### src/design/iasort_pkg.sv
// ----------------------------------------------------------------------------
// iasort_pkg
// Shared types and constants for the integer array sorter: request
// structs, partition range type and sequencer states.
// ----------------------------------------------------------------------------
package iasort_pkg;

  localparam int CAPACITY    = 64;
  localparam int DATA_W      = 32;
  localparam int IDX_W       = (CAPACITY > 1) ? $clog2(CAPACITY) : 1;
  localparam int CNT_W       = $clog2(CAPACITY + 1);
  localparam int STACK_DEPTH = CAPACITY;
  localparam int SP_W        = $clog2(STACK_DEPTH + 1);

  typedef struct packed {
    logic signed [DATA_W-1:0] value;
    logic                     last_item;
  } in_req_t;

  typedef struct packed {
    logic signed [DATA_W-1:0] sorted_value;
    logic                     last_result;
    logic                     truncated;
  } out_req_t;

  typedef struct packed {
    logic [IDX_W-1:0] lo;
    logic [IDX_W-1:0] hi;
  } range_t;

  typedef enum logic [3:0] {
    S_LOAD,
    S_POP_RD,
    S_POP,
    S_PIV,
    S_PIV2,
    S_SCAN_RD,
    S_CMP,
    S_SWAP2,
    S_FIN_RD,
    S_FIN,
    S_FIN2,
    S_PUSH_L,
    S_PUSH_R,
    S_OUT_RD,
    S_OUT
  } state_t;

endpackage

### src/design/iasort_ram.sv
// ----------------------------------------------------------------------------
// iasort_ram
// Generic memory with one write port and two read ports, read data
// registered and held while the read enable is low.
// ----------------------------------------------------------------------------
module iasort_ram #(
  parameter int WIDTH = 32,
  parameter int DEPTH = 64,
  parameter int ADDR_W = (DEPTH > 1) ? $clog2(DEPTH) : 1
) (
  input  logic              clk,
  input  logic              we,
  input  logic [ADDR_W-1:0] waddr,
  input  logic [WIDTH-1:0]  wdata,
  input  logic              re0,
  input  logic [ADDR_W-1:0] raddr0,
  output logic [WIDTH-1:0]  rdata0,
  input  logic              re1,
  input  logic [ADDR_W-1:0] raddr1,
  output logic [WIDTH-1:0]  rdata1
);

  logic [WIDTH-1:0] mem [DEPTH];

  always_ff @(posedge clk) begin
    if (we) begin
      mem[waddr] <= wdata;
    end
    if (re0) begin
      rdata0 <= mem[raddr0];
    end
    if (re1) begin
      rdata1 <= mem[raddr1];
    end
  end

endmodule

### src/design/iasort_ctrl.sv
// ----------------------------------------------------------------------------
// iasort_ctrl
// Sequencer: loads the set, runs a quicksort with a middle pivot and an
// explicit partition stack over one shared comparator, then streams the
// sorted set out through an output register.
// ----------------------------------------------------------------------------
module iasort_ctrl (
  input  logic                               clk,
  input  logic                               rst_n,
  input  logic                               in_valid,
  output logic                               in_stall,
  input  iasort_pkg::in_req_t                in_data,
  output logic                               out_valid,
  input  logic                               out_stall,
  output iasort_pkg::out_req_t               out_data,
  output logic                               ram_we,
  output logic [iasort_pkg::IDX_W-1:0]       ram_waddr,
  output logic [iasort_pkg::DATA_W-1:0]      ram_wdata,
  output logic                               ram_re0,
  output logic [iasort_pkg::IDX_W-1:0]       ram_raddr0,
  input  logic [iasort_pkg::DATA_W-1:0]      ram_rdata0,
  output logic                               ram_re1,
  output logic [iasort_pkg::IDX_W-1:0]       ram_raddr1,
  input  logic [iasort_pkg::DATA_W-1:0]      ram_rdata1
);
  import iasort_pkg::*;

  state_t             state_r, state_nxt;
  logic [CNT_W-1:0]   count_r, count_nxt;
  logic               ovf_r, ovf_nxt;
  logic [SP_W-1:0]    sp_r, sp_nxt;
  logic [IDX_W-1:0]   lo_r, lo_nxt;
  logic [IDX_W-1:0]   hi_r, hi_nxt;
  logic [IDX_W-1:0]   mid_r, mid_nxt;
  logic [IDX_W-1:0]   i_r, i_nxt;
  logic [IDX_W-1:0]   j_r, j_nxt;
  logic [IDX_W-1:0]   k_r, k_nxt;
  logic [DATA_W-1:0]  pivot_r, pivot_nxt;
  logic [DATA_W-1:0]  tmp_r, tmp_nxt;
  out_req_t           out_r, out_nxt;
  logic               out_valid_r, out_valid_nxt;

  range_t             stack_mem [STACK_DEPTH];
  range_t             stack_rd_r;
  logic               stack_we;
  logic [IDX_W-1:0]   stack_waddr;
  range_t             stack_wdata;
  logic               stack_re;
  logic [IDX_W-1:0]   stack_raddr;

  logic [CNT_W-1:0]   n_load;
  logic [IDX_W:0]     mid_sum;
  logic               j_at_end;
  logic               out_free;
  logic               out_last;

  // partition stack
  always_ff @(posedge clk) begin
    if (stack_we) begin
      stack_mem[stack_waddr] <= stack_wdata;
    end
    if (stack_re) begin
      stack_rd_r <= stack_mem[stack_raddr];
    end
  end

  always_ff @(posedge clk) begin
    if (!rst_n) begin
      state_r     <= S_LOAD;
      count_r     <= '0;
      ovf_r       <= 1'b0;
      sp_r        <= '0;
      out_valid_r <= 1'b0;
    end else begin
      state_r     <= state_nxt;
      count_r     <= count_nxt;
      ovf_r       <= ovf_nxt;
      sp_r        <= sp_nxt;
      out_valid_r <= out_valid_nxt;
    end
  end

  always_ff @(posedge clk) begin
    lo_r    <= lo_nxt;
    hi_r    <= hi_nxt;
    mid_r   <= mid_nxt;
    i_r     <= i_nxt;
    j_r     <= j_nxt;
    k_r     <= k_nxt;
    pivot_r <= pivot_nxt;
    tmp_r   <= tmp_nxt;
    out_r   <= out_nxt;
  end

  always_comb begin
    state_nxt     = state_r;
    count_nxt     = count_r;
    ovf_nxt       = ovf_r;
    sp_nxt        = sp_r;
    lo_nxt        = lo_r;
    hi_nxt        = hi_r;
    mid_nxt       = mid_r;
    i_nxt         = i_r;
    j_nxt         = j_r;
    k_nxt         = k_r;
    pivot_nxt     = pivot_r;
    tmp_nxt       = tmp_r;
    out_nxt       = out_r;
    out_valid_nxt = out_valid_r;

    ram_we        = 1'b0;
    ram_waddr     = i_r;
    ram_wdata     = pivot_r;
    ram_re0       = 1'b0;
    ram_raddr0    = j_r;
    ram_re1       = 1'b0;
    ram_raddr1    = i_r;

    stack_we      = 1'b0;
    stack_waddr   = sp_r[IDX_W-1:0];
    stack_wdata   = '{lo: lo_r, hi: i_r - IDX_W'(1)};
    stack_re      = 1'b0;
    stack_raddr   = IDX_W'(sp_r - SP_W'(1));

    n_load   = (count_r < CNT_W'(CAPACITY)) ? count_r + CNT_W'(1) : count_r;
    mid_sum  = {1'b0, stack_rd_r.lo} + {1'b0, stack_rd_r.hi};
    j_at_end = ({1'b0, j_r} + (IDX_W+1)'(1)) == {1'b0, hi_r};
    out_free = !out_valid_r || !out_stall;
    out_last = {1'b0, k_r} == (count_r - CNT_W'(1));

    if (out_valid_r && !out_stall) begin
      out_valid_nxt = 1'b0;
    end

    unique case (state_r)
      S_LOAD: begin
        if (in_valid) begin
          if (count_r < CNT_W'(CAPACITY)) begin
            ram_we    = 1'b1;
            ram_waddr = count_r[IDX_W-1:0];
            ram_wdata = in_data.value;
            count_nxt = count_r + CNT_W'(1);
          end else begin
            ovf_nxt = 1'b1;
          end
          if (in_data.last_item) begin
            k_nxt = '0;
            if (n_load >= CNT_W'(2)) begin
              stack_we    = 1'b1;
              stack_waddr = '0;
              stack_wdata = '{lo: '0, hi: IDX_W'(n_load - CNT_W'(1))};
              sp_nxt      = SP_W'(1);
              state_nxt   = S_POP_RD;
            end else begin
              state_nxt = S_OUT_RD;
            end
          end
        end
      end
      S_POP_RD: begin
        if (sp_r == '0) begin
          k_nxt     = '0;
          state_nxt = S_OUT_RD;
        end else begin
          stack_re  = 1'b1;
          sp_nxt    = sp_r - SP_W'(1);
          state_nxt = S_POP;
        end
      end
      S_POP: begin
        lo_nxt     = stack_rd_r.lo;
        hi_nxt     = stack_rd_r.hi;
        mid_nxt    = mid_sum[IDX_W:1];
        ram_re0    = 1'b1;
        ram_raddr0 = mid_sum[IDX_W:1];
        ram_re1    = 1'b1;
        ram_raddr1 = stack_rd_r.hi;
        state_nxt  = S_PIV;
      end
      S_PIV: begin
        // pivot moves to the top of the range
        pivot_nxt = ram_rdata0;
        ram_we    = 1'b1;
        ram_waddr = mid_r;
        ram_wdata = ram_rdata1;
        i_nxt     = lo_r;
        j_nxt     = lo_r;
        state_nxt = S_PIV2;
      end
      S_PIV2: begin
        ram_we    = 1'b1;
        ram_waddr = hi_r;
        ram_wdata = pivot_r;
        state_nxt = S_SCAN_RD;
      end
      S_SCAN_RD: begin
        ram_re0    = 1'b1;
        ram_raddr0 = j_r;
        ram_re1    = 1'b1;
        ram_raddr1 = i_r;
        state_nxt  = S_CMP;
      end
      S_CMP: begin
        if ($signed(ram_rdata0) < $signed(pivot_r)) begin
          ram_we    = 1'b1;
          ram_waddr = i_r;
          ram_wdata = ram_rdata0;
          tmp_nxt   = ram_rdata1;
          state_nxt = S_SWAP2;
        end else begin
          j_nxt     = j_r + IDX_W'(1);
          state_nxt = j_at_end ? S_FIN_RD : S_SCAN_RD;
        end
      end
      S_SWAP2: begin
        ram_we    = 1'b1;
        ram_waddr = j_r;
        ram_wdata = tmp_r;
        i_nxt     = i_r + IDX_W'(1);
        j_nxt     = j_r + IDX_W'(1);
        state_nxt = j_at_end ? S_FIN_RD : S_SCAN_RD;
      end
      S_FIN_RD: begin
        ram_re0    = 1'b1;
        ram_raddr0 = i_r;
        state_nxt  = S_FIN;
      end
      S_FIN: begin
        ram_we    = 1'b1;
        ram_waddr = hi_r;
        ram_wdata = ram_rdata0;
        state_nxt = S_FIN2;
      end
      S_FIN2: begin
        ram_we    = 1'b1;
        ram_waddr = i_r;
        ram_wdata = pivot_r;
        state_nxt = S_PUSH_L;
      end
      S_PUSH_L: begin
        if ({1'b0, i_r} > ({1'b0, lo_r} + (IDX_W+1)'(1))) begin
          stack_we    = 1'b1;
          stack_wdata = '{lo: lo_r, hi: i_r - IDX_W'(1)};
          sp_nxt      = sp_r + SP_W'(1);
        end
        state_nxt = S_PUSH_R;
      end
      S_PUSH_R: begin
        if (({1'b0, i_r} + (IDX_W+1)'(1)) < {1'b0, hi_r}) begin
          stack_we    = 1'b1;
          stack_wdata = '{lo: i_r + IDX_W'(1), hi: hi_r};
          sp_nxt      = sp_r + SP_W'(1);
        end
        state_nxt = S_POP_RD;
      end
      S_OUT_RD: begin
        ram_re0    = 1'b1;
        ram_raddr0 = k_r;
        state_nxt  = S_OUT;
      end
      S_OUT: begin
        if (out_free) begin
          out_nxt.sorted_value = $signed(ram_rdata0);
          out_nxt.last_result  = out_last;
          out_nxt.truncated    = ovf_r;
          out_valid_nxt        = 1'b1;
          if (out_last) begin
            count_nxt = '0;
            ovf_nxt   = 1'b0;
            state_nxt = S_LOAD;
          end else begin
            k_nxt     = k_r + IDX_W'(1);
            state_nxt = S_OUT_RD;
          end
        end
      end
      default: begin
        state_nxt = S_LOAD;
      end
    endcase
  end

  assign in_stall  = (state_r != S_LOAD);
  assign out_valid = out_valid_r;
  assign out_data  = out_r;

endmodule

### src/design/integer_array_sorter.sv
// ----------------------------------------------------------------------------
// integer_array_sorter
// Requests are taken one per cycle while loading; after the final request each partition
// is scanned element by element, with the swap state added for each element swapped, all
// through one comparator and one two-read RAM. Results then leave one at a time, each read
// through a single RAM read port and registered once the output register is free.
// Reset (rst_n low, synchronous) empties the set and the partition stack.
// ----------------------------------------------------------------------------
module integer_array_sorter (
  input  logic                  clk,
  input  logic                  rst_n,
  input  logic                  in_valid,
  output logic                  in_stall,
  input  iasort_pkg::in_req_t   in_data,
  output logic                  out_valid,
  input  logic                  out_stall,
  output iasort_pkg::out_req_t  out_data
);
  import iasort_pkg::*;

  logic              ram_we;
  logic [IDX_W-1:0]  ram_waddr;
  logic [DATA_W-1:0] ram_wdata;
  logic              ram_re0;
  logic [IDX_W-1:0]  ram_raddr0;
  logic [DATA_W-1:0] ram_rdata0;
  logic              ram_re1;
  logic [IDX_W-1:0]  ram_raddr1;
  logic [DATA_W-1:0] ram_rdata1;

  iasort_ram #(
    .WIDTH  (DATA_W),
    .DEPTH  (CAPACITY),
    .ADDR_W (IDX_W)
  ) u_store (
    .clk    (clk),
    .we     (ram_we),
    .waddr  (ram_waddr),
    .wdata  (ram_wdata),
    .re0    (ram_re0),
    .raddr0 (ram_raddr0),
    .rdata0 (ram_rdata0),
    .re1    (ram_re1),
    .raddr1 (ram_raddr1),
    .rdata1 (ram_rdata1)
  );

  iasort_ctrl u_ctrl (
    .clk        (clk),
    .rst_n      (rst_n),
    .in_valid   (in_valid),
    .in_stall   (in_stall),
    .in_data    (in_data),
    .out_valid  (out_valid),
    .out_stall  (out_stall),
    .out_data   (out_data),
    .ram_we     (ram_we),
    .ram_waddr  (ram_waddr),
    .ram_wdata  (ram_wdata),
    .ram_re0    (ram_re0),
    .ram_raddr0 (ram_raddr0),
    .ram_rdata0 (ram_rdata0),
    .ram_re1    (ram_re1),
    .ram_raddr1 (ram_raddr1),
    .ram_rdata1 (ram_rdata1)
  );

endmodule

### config.mk
export PLATFORM = sky130hd
export DESIGN_NAME = integer_array_sorter
export DESIGN_NICKNAME = d
export VERILOG_FILES = /design/src/design/iasort_pkg.sv /design/src/design/iasort_ram.sv /design/src/design/iasort_ctrl.sv /design/src/design/integer_array_sorter.sv
export SDC_FILE = /design/constraint.sdc
export NUM_CORES = 2
export LEC_CHECK = 0
export BUFFER_PORTS_ARGS = -buffer_cell sky130_fd_sc_hd__buf_2
export CORE_MARGIN = 2
export CORE_UTILIZATION = 57
export DETAILED_ROUTE_END_ITERATION = 12
export PLACE_DENSITY = 0.76
export SETUP_SLACK_MARGIN = 0.2
export SLEW_MARGIN = 5
export SYNTH_ARGS = -nofsm -noshare
export SYNTH_HDL_FRONTEND = slang
export SYNTH_HIERARCHICAL = 1
export SYNTH_SLANG_ARGS = --single-unit
### constraint.sdc
create_clock -name clk -period 5.4 [get_ports clk]
set_input_delay 0.27 -clock clk [delete_from_list [all_inputs] [get_ports clk]]
set_output_delay 0.27 -clock clk [all_outputs]
set_load 0.005 [all_outputs]
==> results_dict.tcl <==
set metrics [dict create \
    max_cap_violations 0 \
    min_from "in_data[9]" \
    cts_tree "yes" \
    reg2reg_depth 14 \
    drive_above_1_share_pct 35.5 \
    r2r_start "u_store/rdata0[26]" \
    io_buffers 72 \
    wl_mm 409 \
    switching_share_pct 35.7 \
    maxSlewViolCount 0 \
    ys.flop_type "edfxtp_1" \
    cts_buffer_depth 4 \
    clock.fmax_mhz 197 \
    slowest_delay_ns 0.63 \
    numCtsBuffers 322 \
    ys_seq_elements 3046 \
    synth_fa_ha_area_share_pct 0.559 \
    grt_max_degree 111 \
    synth_top_family_by_area "multiplexers" \
    fin_tns_setup_ns 0 \
    dp_hpwl_mm 256 \
    internal_power_mw 56.7 \
    power_frac_seq_pct 36.1 \
    arrival_ns 5.60 \
    finalInstanceArea_um2 153000 \
    hold_depth 4 \
    synth-compound-area-share_pct 3.21 \
    globalRouteOverflowTotal 0 \
    syn-cell-area_um2 136000 \
    path_cells "ha_1 -> nand2_1 -> o21ai_0 -> a221oi_1 -> o21ai_0 -> a211o_1 -> and2_1 -> o21ai_0 -> buf_4 -> nor2b_1 -> nand2_1 -> buf_4 -> nor2_4 -> buf_4" \
    synth.distinct_cells 83 \
    yosysTopAreaCell "edfxtp_1" \
    ys.warnings.count 6 \
    worstReg2RegEnd "u_store/mem[20][21]" \
    cts_sinks 3046 \
    track_usage_pct 33.8 \
    syn_nets 6645 \
    crit_cells 14 \
    p_clk_share_pct 24.3 \
    die_h_um 492 \
    cts-htree-levels 5 \
    min_period_ns 5.07 \
    hold_viol 0 \
    multi_input_comb_area_um2 42800 \
    worstSkewPairLatency_ns 0.97 \
    final_common_cell "edfxtp_1" \
    cts_root_buf "clkbuf_16" \
    hold_end "u_store/mem[16][8]" \
    synthXorXnorAreaFrac_pct 0.333 \
    wire_per_inst_um 39.5 \
    ant_nets 0 \
    critPathTopFamily "compound AO/OA/AOI/OAI gates" \
    fin_hold_ws_ns 0.123 \
    synth.top_cell.area_share_pct 66.9 \
    finalSetupViolations 0 \
    p_per_area_nw_per_um2 575 \
    fillers 15000 \
    worstPathMaxFanout 19 \
    via_per_inst 7.49 \
    required_ns 5.93 \
    area_delta_synth_final_pct 13.1 \
    power_leakage_nw 48.6 \
    fin_cells 10300 \
    vdd_drop_max_v 0.000598 \
    dr.pass1.iters 10 \
    initial_core_util_pct 57.2 \
    placed_area_um2 143000 \
    slew_headroom_pct 9.97 \
    p_sw_mw 31.5 \
    cpMaxStageDelayCell "edfxtp_1" \
    period_share_pct 94.0 \
    rsz0062_at_grt "no" \
    async_flop_share_pct 0 \
    die_x_um 492 \
    final_cell_mix "edfxtp_1 (3026), mux4_2 (1376), buf_4 (348)" \
    min_path_type "input pin to flip-flop" \
    tightest_slew_ns 1.35 \
    power_mw 88.3 \
    path_clk_slew_ns 0.06 \
    num_io_pins 73 \
    yosys-top-cells-area "edfxtp_1 (67%), mux4_2 (23%), mux2i_1 (1.5%), nand2_1 (0.64%), buf_2 (0.59%)" \
    grt_pass1_vias 76800 \
    cts_resized 0 \
    coreArea_um2 237000 \
    cp-start-kind "flip-flop" \
    finalClockSkew_ns 0.103 \
    drtIter0Drc 13700 \
    synth_edf_count 3026 \
    syn_inst 6548 \
    syn_avg_cell_area_um2 20.7 \
    worst-path-buf-inv 3 \
    status "finished, final reports clean" \
    reg2reg_slack_ns 0.33 \
    seq_area_frac_synth_pct 67.2 \
    comb_power_share_pct 39.5 \
    gp_congestion 0.954 \
    critical_path_class "flip-flop to flip-flop" \
    regArea_um2 91300 \
    num_vias 77500 \
    grt_pass1_wl_mm 578 \
    num_rows 179 \
    dp.cells 9774 \
    nets 7033 \
    synth.area.mux_share_pct 24.8 \
    yosys.area_share.simple_pct 2.06 \
    endpoint_kind "flip-flop" \
    antenna_found_initial 17 \
    die-area_um2 242000 \
    drc_errors 0 \
]
==> stage by stage <==
| step | setup slack [ns] | util (%) |
|---|---|---|
| 2_1_floorplan | -0.189 | - |
| 6_report | 0.326 | 64.6 |
| 4_1_cts | 0.511 | 64.6 |
| 3_5_place_dp | 0.579 | 60.4 |
| 5_1_grt | 0.210 | 64.6 |
| 3_3_place_gp | 0.641 | 60.4 |
==> timing repair <==
item	CTS	global route
endpoints found under the setup margin	0	12
hold buffers	3	0
buffers inserted	0	2
endpoints found under the hold margin	21	0
==> cell type report <==
class / count / area share [%]
diodes: 10 / 0.0163
well taps: 3167 / 2.58
clock inverters: 174 / 1.06
multi-input cells: 2977 / 27.9
repair buffers: 532 / 3.38
inverters: 57 / 0.139
flip-flops and latches: 3046 / 59.5
clock buffers: 386 / 5.46
==> cells in the mapped netlist (18+ instances only) <==
cell type  number
a221o_1        42
and2_1         18
mux2_2         47
inv_1          56
o211ai_1       31
nor2b_1        26
a222oi_1       37
a21oi_1       103
buf_2         160
mux2i_1       208
xor2_1         20
mux4_2       1376
nor3_1         32
o21ai_0        66
clkbuf_1      201
nand2_1       233
a221oi_1       18
xnor2_1        29
buf_4          57
a22oi_1        96
edfxtp_1     3026
a211oi_1       24
ha_1           59
nand3_1        39
nor2_1        211
o22ai_1        58
dfxtp_1        20
o221ai_1       19
buf_1          36
o21ai_1        32
==> power groups by stage <==
stage	clock network [mW]	registers (mW)	logic (mW)
floorplan	0	31.9	20.5
global placement	0	32.2	33.3
detailed placement	0	32.3	33.8
CTS	21.6	31.8	34.1
global route	22.5	31.9	35.7
finish	21.5	31.9	34.9
==> worst max path at each step <==
stage,startpoint,end,slack [ns]
finish,u_store/rdata0[26],u_store/mem[20][21],0.33
CTS,u_store/rdata0[26],u_store/mem[28][22],0.51
global placement,u_store/rdata0[14],u_store/mem[54][20],0.64
detailed placement,u_store/rdata0[26],u_store/mem[54][11],0.58
global route,u_store/rdata0[25],u_store/mem[20][20],0.21
floorplan,u_ctrl/i_r[0],u_ctrl/stack_mem[0][2],-0.19
==> kinds of logic (layout without fill, tap and decap cells) <==
kind of cell / count (synthesis) / after routing
compound gates: 607 / 607
xor+xnor: 50 / 50
fa+ha+maj: 60 / 60
buf+inv: 525 / 1149
flops: 3046 / 3046
mux: 1631 / 1631
other cells: 0 / 10
simple gates: 629 / 629
==> metal layers <==
| metal | share of wire [%] | track usage (%) |
|---|---|---|
| met5 | 0.044 | 0.179 |
| met4 | 6.0 | 16.3 |
| met3 | 14 | 9.58 |
| met2 | 46 | 51.5 |
| met1 | 33 | 45.6 |
==> worst reg2reg max path, delay by kind of cell, from the launching register on <==
family                     cells  cell delay (ns)
and+or+nand+nor                5             1.18
DFF                            1             0.63
buffers and inverters          3             0.90
AOI/OAI and AO/OA              5             1.50
adders and majority gates      1             0.41
==> registers in the layout (all words and copies together), names as in the netlist, 4 cells and up <==
| signal | cells |
|---|---|
| u_store/rdata1 | 32 |
| u_ctrl/stack_rd_r | 12 |
| u_store/rdata0 | 32 |
| u_ctrl/k_r | 6 |
| u_ctrl/j_r | 6 |
| u_ctrl/hi_r | 6 |
| u_ctrl/lo_r | 6 |
| u_ctrl/state_r | 4 |
| u_ctrl/count_r | 7 |
| u_ctrl/sp_r | 7 |
| u_ctrl/pivot_r | 32 |
| u_ctrl/stack_mem | 768 |
| u_store/mem | 2048 |
| u_ctrl/mid_r | 6 |
| u_ctrl/out_data | 34 |
| u_ctrl/tmp_r | 32 |
| u_ctrl/i_r | 6 |
(Power assumes the default switching activity.)
